`src/design/ilb_pkg.sv`:
```
// ilb_pkg: shared constants and types for the integer literal parser
// used by ilb_char_decode, ilb_parse_core and integer_literal_to_binary_unit
package ilb_pkg;

  localparam int VALUE_BITS = 32;
  localparam int MAG_W      = VALUE_BITS;
  localparam int EXT_W      = VALUE_BITS + 4;
  localparam int RES_W      = 32;
  localparam int NEG_W      = (VALUE_BITS >= RES_W) ? VALUE_BITS : RES_W;

  localparam logic [MAG_W-1:0] MAG_LIMIT = {1'b1, {(MAG_W-1){1'b0}}};

  localparam logic [7:0] CH_MINUS = 8'h2d;
  localparam logic [7:0] CH_ZERO  = 8'h30;
  localparam logic [7:0] CH_NINE  = 8'h39;
  localparam logic [7:0] CH_LO_A  = 8'h61;
  localparam logic [7:0] CH_LO_F  = 8'h66;
  localparam logic [7:0] CH_UP_A  = 8'h41;
  localparam logic [7:0] CH_UP_F  = 8'h46;
  localparam logic [7:0] CH_LO_B  = 8'h62;
  localparam logic [7:0] CH_LO_O  = 8'h6f;
  localparam logic [7:0] CH_LO_X  = 8'h78;

  typedef struct packed {
    logic [3:0] digit;
    logic       is_minus;
    logic       is_zero;
    logic       is_b;
    logic       is_o;
    logic       is_x;
  } chr_info_t;

endpackage

```
`src/design/ilb_char_decode.sv`:
```
// ilb_char_decode: classifies one ascii character and gives its digit value
// depends on ilb_pkg
module ilb_char_decode (
  input  logic [7:0]         chr,
  output ilb_pkg::chr_info_t info
);
  import ilb_pkg::*;

  logic [7:0] off;

  always_comb begin
    off = 8'd0;
    info = '0;
    if (chr >= CH_ZERO && chr <= CH_NINE) begin
      off = chr - CH_ZERO;
      info.digit = off[3:0];
    end else if (chr >= CH_LO_A && chr <= CH_LO_F) begin
      off = chr - CH_LO_A + 8'd10;
      info.digit = off[3:0];
    end else if (chr >= CH_UP_A && chr <= CH_UP_F) begin
      off = chr - CH_UP_A + 8'd10;
      info.digit = off[3:0];
    end
    info.is_minus = (chr == CH_MINUS);
    info.is_zero  = (chr == CH_ZERO);
    info.is_b     = (chr == CH_LO_B);
    info.is_o     = (chr == CH_LO_O);
    info.is_x     = (chr == CH_LO_X);
  end

endmodule

```
`src/design/ilb_parse_core.sv`:
```
// ilb_parse_core: parse state, magnitude accumulation and result forming
// depends on ilb_pkg
module ilb_parse_core (
  input  logic               clk,
  input  logic               rst_n,
  input  logic               step_en,
  input  ilb_pkg::chr_info_t info,
  input  logic               last_char,
  output logic [31:0]        res_value,
  output logic               res_oor
);
  import ilb_pkg::*;

  typedef enum logic [1:0] {
    PH_START  = 2'd0,
    PH_SIGN   = 2'd1,
    PH_ZERO   = 2'd2,
    PH_DIGITS = 2'd3
  } phase_t;

  typedef enum logic [1:0] {
    RX_DEC = 2'd0,
    RX_BIN = 2'd1,
    RX_OCT = 2'd2,
    RX_HEX = 2'd3
  } radix_t;

  phase_t           phase_r, phase_nxt;
  radix_t           radix_r, radix_nxt;
  logic             neg_r, neg_nxt;
  logic [MAG_W-1:0] mag_r, mag_nxt;
  logic             ovf_r, ovf_nxt;
  logic             do_acc;
  logic [EXT_W-1:0] ext, prod, sum;
  logic [MAG_W-1:0] lim_sel;
  logic [NEG_W-1:0] signed_val;

  always_comb begin
    ext = EXT_W'(mag_r);
    case (radix_r)
      RX_DEC:  prod = (ext << 3) + (ext << 1);
      RX_BIN:  prod = ext << 1;
      RX_OCT:  prod = ext << 3;
      RX_HEX:  prod = ext << 4;
      default: prod = ext;
    endcase
    sum = prod + EXT_W'(info.digit);
  end

  always_comb begin
    phase_nxt = phase_r;
    radix_nxt = radix_r;
    neg_nxt   = neg_r;
    do_acc    = 1'b0;
    case (phase_r)
      PH_START, PH_SIGN: begin
        if (phase_r == PH_START && info.is_minus) begin
          neg_nxt   = 1'b1;
          phase_nxt = PH_SIGN;
        end else if (info.is_zero) begin
          phase_nxt = PH_ZERO;
        end else begin
          do_acc    = 1'b1;
          phase_nxt = PH_DIGITS;
        end
      end
      PH_ZERO: begin
        if (info.is_b) begin
          radix_nxt = RX_BIN;
        end else if (info.is_o) begin
          radix_nxt = RX_OCT;
        end else if (info.is_x) begin
          radix_nxt = RX_HEX;
        end else begin
          do_acc = 1'b1;
        end
        phase_nxt = PH_DIGITS;
      end
      default: begin
        do_acc = 1'b1;
      end
    endcase

    mag_nxt = mag_r;
    ovf_nxt = ovf_r;
    if (do_acc && !ovf_r) begin
      if (sum > EXT_W'(MAG_LIMIT)) begin
        ovf_nxt = 1'b1;
      end else begin
        mag_nxt = sum[MAG_W-1:0];
      end
    end

    lim_sel    = neg_nxt ? MAG_LIMIT : MAG_LIMIT - MAG_W'(1);
    res_oor    = ovf_nxt || (mag_nxt > lim_sel);
    signed_val = neg_nxt ? (NEG_W'(0) - NEG_W'(mag_nxt)) : NEG_W'(mag_nxt);
    res_value  = res_oor ? 32'd0 : signed_val[RES_W-1:0];
  end

  always_ff @(posedge clk) begin
    if (!rst_n) begin
      phase_r <= PH_START;
      radix_r <= RX_DEC;
      neg_r   <= 1'b0;
      mag_r   <= '0;
      ovf_r   <= 1'b0;
    end else if (step_en) begin
      if (last_char) begin
        phase_r <= PH_START;
        radix_r <= RX_DEC;
        neg_r   <= 1'b0;
        mag_r   <= '0;
        ovf_r   <= 1'b0;
      end else begin
        phase_r <= phase_nxt;
        radix_r <= radix_nxt;
        neg_r   <= neg_nxt;
        mag_r   <= mag_nxt;
        ovf_r   <= ovf_nxt;
      end
    end
  end

`ifndef NO_ASSERTIONS
  a_mag_bound: assert property (@(posedge clk) disable iff (!rst_n)
    mag_r <= MAG_LIMIT)
    else $error("magnitude above limit");

  a_last_clears: assert property (@(posedge clk) disable iff (!rst_n)
    step_en && last_char |=> phase_r == PH_START && mag_r == '0 && !ovf_r && !neg_r)
    else $error("state not cleared after last item");

  a_ovf_holds_mag: assert property (@(posedge clk) disable iff (!rst_n)
    ovf_r && step_en && !last_char |=> $stable(mag_r) && ovf_r)
    else $error("magnitude moved after overflow");

  a_radix_phase: assert property (@(posedge clk) disable iff (!rst_n)
    radix_r != RX_DEC |-> phase_r == PH_DIGITS)
    else $error("prefix radix outside digit phase");

  a_neg_phase: assert property (@(posedge clk) disable iff (!rst_n)
    neg_r |-> phase_r != PH_START)
    else $error("sign set at start of literal");
`endif

endmodule

```
`src/design/integer_literal_to_binary_unit.sv`:
```
// integer_literal_to_binary_unit: top level of the ascii integer literal parser
// depends on ilb_pkg, ilb_char_decode and ilb_parse_core
//
// input channel: one character per item (in_character, in_last_char), with
// in_valid / in_ready. a literal is an optional '-', an optional lowercase
// 0b / 0o / 0x prefix and digits; hex letters in either case
// result channel: one item per literal, given for the item with in_last_char
// set: out_value (signed 32 bits) and out_out_of_range, with out_valid /
// out_ready. an out-of-range literal gives zero with the flag set
// the last character is held in the input register, its result in the output register
// throughput: one character per cycle unless stalled, set by the combinational
// multiply-accumulate and limit compare in the parse core
// the input register takes a new item while a result waits in the output
// register; a stalled receiver holds back only a last character
// reset (rst_n low, synchronous) empties both registers and returns the
// parser to the start of a literal, decimal, positive, zero magnitude
module integer_literal_to_binary_unit (
  input  logic        clk,
  input  logic        rst_n,
  input  logic        in_valid,
  output logic        in_ready,
  input  logic [7:0]  in_character,
  input  logic        in_last_char,
  output logic        out_valid,
  input  logic        out_ready,
  output logic [31:0] out_value,
  output logic        out_out_of_range
);
  import ilb_pkg::*;

  logic        s1_valid_r;
  logic [7:0]  s1_char_r;
  logic        s1_last_r;
  logic        out_valid_r;
  logic [31:0] out_value_r;
  logic        out_oor_r;
  logic        out_free;
  logic        s1_go;
  logic        in_acc;
  chr_info_t   info;
  logic [31:0] res_value;
  logic        res_oor;

  assign out_free = !out_valid_r || out_ready;
  assign s1_go    = s1_valid_r && (!s1_last_r || out_free);
  assign in_ready = !s1_valid_r || s1_go;
  assign in_acc   = in_valid && in_ready;

  ilb_char_decode u_decode (
    .chr  (s1_char_r),
    .info (info)
  );

  ilb_parse_core u_core (
    .clk       (clk),
    .rst_n     (rst_n),
    .step_en   (s1_go),
    .info      (info),
    .last_char (s1_last_r),
    .res_value (res_value),
    .res_oor   (res_oor)
  );

  always_ff @(posedge clk) begin
    if (!rst_n) begin
      s1_valid_r  <= 1'b0;
      out_valid_r <= 1'b0;
    end else begin
      if (in_acc) begin
        s1_valid_r <= 1'b1;
      end else if (s1_go) begin
        s1_valid_r <= 1'b0;
      end
      if (s1_go && s1_last_r) begin
        out_valid_r <= 1'b1;
      end else if (out_ready) begin
        out_valid_r <= 1'b0;
      end
    end
  end

  always_ff @(posedge clk) begin
    if (in_acc) begin
      s1_char_r <= in_character;
      s1_last_r <= in_last_char;
    end
    if (s1_go && s1_last_r) begin
      out_value_r <= res_value;
      out_oor_r   <= res_oor;
    end
  end

  assign out_valid        = out_valid_r;
  assign out_value        = out_value_r;
  assign out_out_of_range = out_oor_r;

endmodule
```
`config.mk`:
```
export PLATFORM = sky130hd
export DESIGN_NAME = integer_literal_to_binary_unit
export DESIGN_NICKNAME = d
export VERILOG_FILES = /design/src/design/ilb_pkg.sv /design/src/design/ilb_char_decode.sv /design/src/design/ilb_parse_core.sv /design/src/design/integer_literal_to_binary_unit.sv
export SDC_FILE = /design/constraint.sdc
export NUM_CORES = 1
export LEC_CHECK = 0
export BUFFER_PORTS_ARGS = -buffer_cell sky130_fd_sc_hd__buf_2
export CORE_ASPECT_RATIO = 1.5
export CORE_MARGIN = 1
export CORE_UTILIZATION = 55
export CTS_CLUSTER_SIZE = 25
export DETAILED_ROUTE_END_ITERATION = 6
export GPL_TIMING_DRIVEN = 0
export PLACE_DENSITY_LB_ADDON = 0.12
export RECOVER_POWER = 100
export SLEW_MARGIN = 20
export SYNTH_ARGS = -nofsm -noshare
export SYNTH_HDL_FRONTEND = slang
export SYNTH_HIERARCHICAL = 1
export SYNTH_SLANG_ARGS = --single-unit
```
`constraint.sdc`:
```
create_clock -name clk -period 11.3 [get_ports clk]
set_clock_uncertainty 0.05 [all_clocks]
set_input_delay 1.695 -clock clk [delete_from_list [all_inputs] [get_ports clk]]
set_output_delay 1.695 -clock clk [all_outputs]
set_load 0.01 [all_outputs]
```
==> results of run 1 <==
routing by layer:
| metal | GRT usage (%) | routed length [µm] | vias to the layer above | share of wire, % |
|---|---|---|---|---|
| met1 | 41.98 | 12280 | 4466 | 42 |
| met5 | 0 | 0 | - | 0 |
| met4 | 16.15 | 1153 | 0 | 3.9 |
| met2 | 55.97 | 14310 | 352 | 49 |
| met3 | 2.659 | 1483 | 68 | 5.1 |
| li1 | - | - | 4575 | - |
worst max-delay path, delay by kind of cell (launching register included):
kind	cells	cell delay [ps]
flip-flops	1	460
AND/OR/NAND/NOR	12	2350
adder cells (fa/ha/maj)	2	700
multiplexers	1	310
buffers and inverters	12	3860
AO/OA/AOI/OAI	13	2760
layout make-up:
type | instances | area (µm²) | share of cell area (%)
multi-input cells | 987 | 6953 | 66.78
flip-flops and latches | 82 | 2062 | 19.81
inverters | 88 | 330.3 | 3.173
plain buffers | 64 | 295.3 | 2.836
clock buffers | 14 | 275.3 | 2.644
well taps | 213 | 266.5 | 2.560
repair buffers | 48 | 193.9 | 1.863
clock inverters | 2 | 35.03 | 0.3365
layout by cell type (no fill, tap or decap), types with 11 or more instances in the layout:
cell      count
edfxtp_1     42
mux2_2       12
and2_1       22
clkbuf_1     80
buf_2        22
a21oi_1      90
and3_1       12
nand2_1      95
ha_1         69
a211oi_1     13
nand4_1      28
o22ai_1      34
dfxtp_1      40
nor2_1      118
and2_0       18
a21o_1       22
nor3_1       27
nor2b_1      23
xnor2_1      59
inv_1        85
xor2_1       16
o21ai_0      49
nand2b_1     11
mux2i_1      62
nand3_1      27
worst min-delay path by stage:
stage	start	to	slack, ps	cells past startpoint
finish	u_core/neg_r	u_core/neg_r	430	2
global route	u_core/neg_r	u_core/neg_r	460	2
CTS	u_core/neg_r	u_core/neg_r	430	2
detailed placement	u_core/neg_r	u_core/neg_r	420	2
global placement	u_core/neg_r	u_core/neg_r	410	2
floorplan	u_core/neg_r	u_core/neg_r	400	2
sequential cells by signal (all words and copies together) (netlist names):
register / count
out_value: 32
s1_last_r: 1
s1_char_r: 8
u_core/ovf_r: 1
u_core/phase_r: 2
u_core/mag_r: 32
u_core/neg_r: 1
out_valid: 1
out_out_of_range: 1
s1_valid_r: 1
u_core/radix_r: 2
synth_stat cells, types with 5 or more instances:
master and n:
nor2_1 118, nand2_1 95, a21oi_1 90, inv_1 85
ha_1 69, mux2i_1 62, xnor2_1 59, o21ai_0 49
edfxtp_1 42, and2_1 40, dfxtp_1 40, clkbuf_1 36
o22ai_1 34, nand4_1 28, nand3_1 27, nor3_1 27
nor2b_1 23, a21o_1 22, xor2_1 16, buf_2 14
a211oi_1 13, and3_1 12, mux2_2 12, nand2b_1 11
mux4_2 10, nor4_1 10, o21a_1 9, a31oi_1 8
or3_1 8, buf_4 7, and4_1 6, nor3b_1 6
o211ai_1 6, a211o_1 5, nand3b_1 5, o2111ai_1 5
o221ai_1 5
metrics by stage:
step                instances  cell area (µm²)  worst slack, ps  hold WS [ps]  power [mW]
global route             1498            10410            94.61         463.9      0.7509
CTS                      1498            10510            776.1         430.8      0.7313
detailed placement       1482            10200            813.6         419.6      0.4294
global placement         1481            10160            826.2         413.6      0.4278
finish                   1498            10410            617.4         430.4      0.7250
floorplan                1221             9661             3334         399.1      0.3987
power breakdown:
group	switching (mW)	internal (mW)	total [mW]
sequential	0.00440	0.319	0.323
clock	0.112	0.191	0.302
combinational	0.0633	0.0362	0.0995
total	0.180	0.545	0.725
kinds of logic after synthesis:
family | after synthesis
compound gates | 304
xor+xnor | 75
fa+ha+maj | 72
buf+inv | 152
flops | 82
mux | 87
simple gates | 449
==> metrics.txt, run 1 <==
unrepaired setup endpoints after global routing=false; static leakage=between 4 and 5 nW; synthesized flop and latch total=82; antenna violations before repair=0; Worst Path Required=11430 ps; final-report hold violation count=0; DP HPWL=23140 µm; clk sink count=82; Die W=~110 µm; Synth Area in Compound Gates=20.76%; Die H=between 150 and 200 µm; Async SR Flop Fraction=0%; Top FF cell, synth=edfxtp_1; Crit Reg-Reg Endpoint=out_value[5]; Synth area leaders=edfxtp_1, ha_1, dfxtp_1; Max VDD drop=0.00008402 V; post-synthesis cell type count=96; CTS root buf=clkbuf_16; final count of negative-setup-slack endpoints=0; synthesized net count=1305; Max Freq=0.09361 GHz; Synth Instances=between 1000 and 1500; Final GP Congestion=~0.95; status=complete, but fails checks; Synth Area in Simple Gates=24.60%; number of port buffers=47; via count=9461; NumNets Final=1364; cell taking the most area after synthesis=edfxtp_1; first-pass GRT wire length=46050 µm; Antenna Nets Post-Route=0; ANT cells=0; Die ar.=18110 µm²; xor and xnor area share after synthesis=6.800%; CP Class=register to register; slowest stage cell, crit path=clkbuf_1; R2R depth=40; relative slew slack=-13.58%; global route overflow=0; clock latency on the worst-skew pair=~330 ps; First-pass DRT Iterations=5; CTS buffer count=9; CP arrival=10810 ps; pin slew with the least headroom to its limit=1704 ps; adder-cell area share of the yosys netlist=9.468%; mean post-synth cell area=7.912 µm²; TritonCTS clock tree=built; largest net degree at the start of global routing=39; fin. max-slew vios=39; violated checks=capacitance limit, slew limit; CP startpoint=u_core/radix_r[1]; post-route setup TNS=0 ps; CP endpoint kind=register; Post-synth EDFFs=42; DRT iter0 DRCs=893; core area=between 15000 and 20000 µm²; top cell type's share of synthesized area=a little over an eighth; post-cts sizing count=0; # DRC=0; largest family of logic cells by synthesized area=simple AND/OR/NAND/NOR gates; Ports=48; postcts setup bufs=0; drt via density=approximately 6.3; crit start category=register; RR Startpoint=u_core/radix_r[1]; mux share of post-synthesis cell area=10.50%; Layout Area Growth over Synthesis=7.771%; CP endpoint=out_value[5]; overall routing resource usage=33.12%; Tmin final=10680 ps; Reg2Reg Setup Slack=620 ps; Bufs on Longest Clock Path=2; Pwr Density=69.63 nW/µm²; CTS H-tree depth=3; layout cells sized above 1=8.016%; WL final=~29000 µm; DR WL/cell=19.51 µm; CP Max Fanout=10; Post-CTS Hold Buffers=0; vias in the first global route=approximately 9000; Min-Delay Path Class=register to register; slowest stage delay, CP=between 600 and 700 ps; maxcap violations=1; fill cell count=1644; CTS clk-pin slew, worst paths=60 ps; sequential cell area fraction in the yosys report=21.34%; Final period util=94.54%; CP dominant cell by count=clkbuf_1; post-synthesis cell area=9661 µm²; Core Util, Final=60.27%; starting density of the core=55.92%; row count=59; Synth warnings=6
No activity file was read; power rests on OpenSTA's default activity.
==> inputs of run 2 (changes only) <==
- CELL_PAD_IN_SITES_DETAIL_PLACEMENT: unset -> 1
- CELL_PAD_IN_SITES_GLOBAL_PLACEMENT: unset -> 2
- CORE_ASPECT_RATIO: 1.5 -> unset
- CORE_UTILIZATION: 55 -> 38
==> run 2 against run 1 <==
  * The run still ends with capacitance limit, slew limit left
  * Worst setup slack better by 240 ps
  * Power increased by 0.89%
  * Cell count grew 7.7%
  * Global-route usage shrank 6.9 points
  * Die area is 44% higher
  * Critical path depth did not move
  * Routed wire length rose by 15%
  * Clock-buffer cell count fell by 3
  * Non-clock buffer count is 4 higher
  * Sequential share of layout area is 0.31 points lower
==> metrics.txt, run 2 (synthesis results as in run 1) <==
row count=57 (-3.4%); Die H=161.4 µm (-1.7%); Min-Delay Path Class=register to register; pin slew with the least headroom to its limit=1584 ps (-119.7 ps); first-pass GRT wire length=53120 µm (+15%); core area=24600 µm² (+42%); CTS root buf=clkbuf_16; DP HPWL=27250 µm (+18%); hold_sp=u_core/neg_r; RR Startpoint=u_core/radix_r[1]; Psw=0.2075 mW (+16%); via count=9347 (-1.2%); CP endpoint kind=register; R2R depth=40 (unchanged); clock latency on the worst-skew pair=360 ps (+30 ps); clock network fraction of design power=41.7% (about the same); clk sink count=82 (unchanged); CP Class=register to register; final count of negative-setup-slack endpoints=0 (unchanged); DRT iter0 DRCs=442 (-51%); CP Max Fanout=10 (unchanged); # DRC=0 (unchanged); number of port buffers=47 (unchanged); slowest stage cell, crit path=clkbuf_1; setup ws final=858.1 ps (+240.7 ps); Max Freq=0.09577 GHz (+2.3%); Tmin final=10440 ps (-240.7 ps); global route overflow=0 (unchanged); Cell Int Power=0.5239 mW (-3.9%); Final GP Congestion=0.8597 (-9.0%); Ports=48 (unchanged); Max VDD drop=0.00005864 V (-30%); CTS H-tree depth=3 (unchanged); hold depth=2 (unchanged); Final period util=92.41% (-2.1 points); crit start category=register; post-route setup TNS=0 ps (unchanged); Die ar.=26060 µm² (+44%); drt via density=5.791 (-8.3%); CP arrival=10450 ps (-360 ps); final-report hold violation count=0 (unchanged); overall power=0.7314 mW (+0.89%); Crit Reg-Reg Endpoint=out_out_of_range; unrepaired setup endpoints after global routing=false; Min Hold Slack=446.9 ps (+16.43 ps); WL final=33640 µm (+15%); violated checks=capacitance limit, slew limit; largest net degree at the start of global routing=38 (-2.6%); antenna violations before repair=1 (+1); Reg2Reg Setup Slack=860 ps (+240 ps); routing usage on met1=33.04% (-8.9 points); fin. max-slew vios=29 (-26%); CTS clk-pin slew, worst paths=70 ps (about the same); Pwr Density=69.14 nW/µm² (-0.71%); vias in the first global route=9695 (+7.9%); overall routing resource usage=26.22% (-6.9 points); Core Util, Final=43.00% (-17 points); slowest stage delay, CP=480 ps (-140 ps); Net Sw Frac=28.37% (+3.6 points); leading cell type in the layout, fill and taps excluded=nor2_1; TritonCTS clock tree=built; Seq pwr share=44.1% (-0.5 points); DR WL/cell=20.84 µm (+6.8%); static leakage=4.345 nW (+0.61%); Post-CTS Hold Buffers=0 (unchanged); NumNets Final=1368 (+0.29%); global routing's busiest layer=met2; Place WS=531.5 ps (-282.1 ps); relative slew slack=-5.603% (+8.0 points); Layout Area Growth over Synthesis=9.507%; Worst Path Required=11300 ps (-130 ps); layout cells sized above 1=8.844% (+0.83 points); status=complete, but fails checks; commonest cells after routing, fill and taps aside=nor2_1, nand2_1, a21oi_1; Die W=161.4 µm (+46%); hold endpoint=u_core/neg_r; First-pass DRT Iterations=5 (unchanged); met3 Track Usage GR=2.722% (+0.063 points); Combinational Power Share=14.2% (+0.5 points); Antenna Nets Post-Route=0 (unchanged); global-route met2 utilization=46.51% (-9.5 points); CTS buffer count=9 (unchanged); starting density of the core=39.26% (-17 points); Bufs on Longest Clock Path=2 (unchanged); maxcap violations=1 (unchanged)
[run 2: cell types whose count changed in the layout (fill, tap and decap cells not counted)]
cell / delta
clkinv_2: +1
nor4_4: -1
nor4_1: +1
and2_0: -2
clkbuf_2: +4
buf_4: +4
buf_12: +1
clkinv_4: +3
clkbuf_1: -7
bufinv_16: -1
buf_1: -1
diode_2: +1
and2_1: +2
[run 2: power by group through the flow]
| stage | Clock [mW] | Sequential [mW] | Combinational (mW) |
|---|---|---|---|
| floorplan | 0 | 0.330 | 0.0684 |
| global placement | 0 | 0.330 | 0.103 |
| detailed placement | 0 | 0.330 | 0.104 |
| CTS | 0.311 | 0.323 | 0.105 |
| global route | 0.318 | 0.324 | 0.112 |
| finish | 0.305 | 0.323 | 0.104 |
[run 2: area by class of cell]
class                   instances  area [µm²]
well taps                     324       405.4
diodes                          1       2.502
plain buffers                  63       296.5
clock inverters                 5       36.28
clock buffers                  11       264.0
inverters                      88       330.3
flip-flops and latches         82        2062
fillers                      3101       14030
repair buffers                 53       244.0
multi-input cells             987        6938
[run 2: what timing repair did]
item,CTS,global route
setup endpoints to repair,0,33
gates resized for setup,0,2
endpoints found under the hold margin,0,0
setup buffers,0,4
[run 2: per-stage QoR]
step,instances,instance area (µm²)
floorplan,1221,9661
global placement,1592,10300
detailed placement,1594,10350
CTS,1610,10650
global route,1613,10580
finish,1614,10580
[run 2: layer usage]
layer | wire [µm] | part of all wire (%)
met5 | 13 | 0.039
met4 | 903 | 2.7
met3 | 898 | 2.7
met2 | 16550 | 49
met1 | 15280 | 45
[run 2: worst max-delay path: cells and delay by family, from the launching register on]
kind | cells | cell delay (ps)
AOI/OAI and AO/OA | 13 | 2840
adders and majority gates | 2 | 690
buffers and inverters | 13 | 3740
DFF | 1 | 430
muxes | 1 | 340
and+or+nand+nor | 11 | 2000
[run 2: how the worst max path moves through the flow]
stage                      startpoint                to  slack (ps)  cells after the start
floorplan           u_core/radix_r[0]  out_out_of_range        3330                     40
global placement    u_core/radix_r[1]     out_value[10]         720                     40
detailed placement  u_core/radix_r[1]     out_value[10]         530                     40
CTS                 u_core/radix_r[1]     out_value[10]         510                     40
global route        u_core/radix_r[1]      out_value[9]          60                     42
finish              u_core/radix_r[1]  out_out_of_range         860                     40
==> inputs of run 3 (changes only) <==
- clock period: 11.3 -> 9.9 ns (I/O delays scaled with it)
==> run 3 against run 2 <==
  * The flow still finishes with violations (capacitance limit, slew limit)
  * Global-route usage hardly changed
  * Routed wire length is 0.31% lower
  * Non-clock buffer count is 1 lower
  * Sequential power is 14% higher
  * Critical endpoint is now out_value[9]
  * First-iteration DRC count is 14% higher
  * Power is 14% higher
  * Hold slack hardly changed
  * Maximum frequency is 13% higher
  * Critical path depth is 1 higher
  * Clock power is 14% higher
  * Sequential share of layout area is 0.12 points lower
==> metrics.txt, run 3 (synthesis results as in run 1) <==
core area=24600 µm² (unchanged); Bufs on Longest Clock Path=2 (unchanged); vias in the first global route=9714 (+0.20%); status=complete, but fails checks; CP Buf/Inv Count=13 (unchanged); CP Max Fanout=28 (+18); slowest stage cell, crit path=buf_4; CP arrival=9430 ps (-1020 ps); Max Freq=0.1078 GHz (+13%); post-route setup TNS=0 ps (unchanged); global route overflow=0 (unchanged); First-pass DRT Iterations=5 (unchanged); CTS H-tree depth=3 (unchanged); static leakage=4.451 nW (+2.4%); DRT iter0 DRCs=505 (+14%); Tmin final=9278 ps (-1164 ps); drt via density=5.772 (-0.32%); CTS clk-pin slew, worst paths=70 ps (about the same); clock latency on the worst-skew pair=360 ps (about the same); first-pass GRT wire length=53140 µm (about the same); Min-Delay Path Class=register to register; Ports=48 (unchanged); leading cell type in the layout, fill and taps excluded=nor2_1; TritonCTS clock tree=built; CTS root buf=clkbuf_16; Worst Path Required=10050 ps (-1250 ps); layout cells sized above 1=9.550% (+0.71 points); CP dominant cell by count=buf_4; Die H=161.4 µm (unchanged); Pwr Density=78.46 nW/µm² (+13%); Antenna Nets Post-Route=0 (unchanged); relative slew slack=-16.00% (-10 points); DR WL/cell=20.79 µm (-0.25%); Die W=161.4 µm (unchanged); clk sink count=82 (unchanged); CP endpoint kind=register; crit start category=register; violated checks=capacitance limit, slew limit; DP HPWL=27250 µm (unchanged); NumNets Final=1367 (-0.073%); final-report hold violation count=0 (unchanged); commonest cells after routing, fill and taps aside=nor2_1, nand2_1, a21oi_1; Layout Area Growth over Synthesis=10.18%; WL final=33540 µm (-0.31%); final count of negative-setup-slack endpoints=0 (unchanged); Final period util=93.71% (+1.3 points); CTS buffer count=9 (unchanged); slowest stage delay, CP=400 ps (-80 ps); via count=9311 (-0.39%); Die ar.=26060 µm² (unchanged); # DRC=0 (unchanged); Core Util, Final=43.26% (+0.26 points); pin slew with the least headroom to its limit=1740 ps (+156.0 ps); Max VDD drop=0.00006676 V (+14%); Final Instance Area=10640 µm² (+0.62%); Placement Cell Area=10350 µm² (unchanged); family with the most delay on the worst path=buffers and inverters; antenna violations before repair=1 (unchanged); overall routing resource usage=26.23% (about the same); maxcap violations=2 (+1); CP Class=register to register; largest net degree at the start of global routing=38 (unchanged); number of port buffers=47 (unchanged); fin. max-slew vios=67 (+130%); row count=57 (unchanged); Post-CTS Hold Buffers=0 (unchanged); fill cell count=3100 (-0.032%); starting density of the core=39.26% (unchanged); Final GP Congestion=0.8597 (unchanged)
[run 3: cell count changes in the layout (fill, tap and decap cells not counted), sizes merged]
cell    before  now
clkbuf      91   86
buf         36   40
[run 3: report_power, final]
group	switching (mW)	internal, mW	total (mW)
clock network	0.154	0.193	0.347
registers	0.00511	0.363	0.369
logic	0.0771	0.0421	0.119
[run 3: area by class of cell]
| cell class | instances | area, µm² | share of cell area [%] |
|---|---|---|---|
| Timing Repair Buffer | 55 | 242.7 | 2.280 |
| Sequential cell | 82 | 2062 | 19.37 |
| Clock inverter | 5 | 36.28 | 0.3409 |
| Clock buffer | 11 | 264.0 | 2.480 |
| Buffer | 60 | 295.3 | 2.774 |
| Antenna cell | 1 | 2.502 | 0.02351 |
| Tap cell | 324 | 405.4 | 3.809 |
| Multi-Input combinational cell | 987 | 7005 | 65.82 |
| Inverter | 88 | 330.3 | 3.103 |
[run 3: metrics by stage]
step	cells	power, mW	hold slack (ps)	worst slack, ps
finish	1613	0.8351	446.7	622.5
floorplan	1221	0.4551	399.1	1934
global route	1612	0.8621	495.9	-1.720
detailed placement	1594	0.4953	437.6	-868.5
CTS	1610	0.8434	451.7	194.7
global placement	1592	0.4934	411.7	-677.4
[run 3: repair_timing]
action | CTS | global route
cloned | 0 | 0
endpoints found under the setup margin | 33 | 33
pin swaps | 1 | 2
resized for setup | 4 | 15
setup buffers | 3 | 3
[run 3: worst paths after layout]
kind / cells past startpoint / slack, ps / start / endpoint
setup reg to reg: 41 / 620 / u_core/radix_r[0] / out_value[9]
hold / removal: 2 / 450 / u_core/neg_r / u_core/neg_r
setup / recovery: 41 / 620 / u_core/radix_r[0] / out_value[9]
hold reg to reg: 2 / 450 / u_core/neg_r / u_core/neg_r
[run 3: worst min-delay path, stage by stage, from the launching register on]
cell and delay (ps):
dfxtp_1 310, nor2_1 90, nor3_1 50
[run 3: per-layer routing]
metal / up-vias / GRT usage [%] / wire, µm
li1: 4558 / - / -
met1: 4560 / 32.96 / 15280
met2: 135 / 46.59 / 16620
met3: 56 / 2.773 / 713
met4: 2 / 8.576 / 913
met5: - / 0 / 13
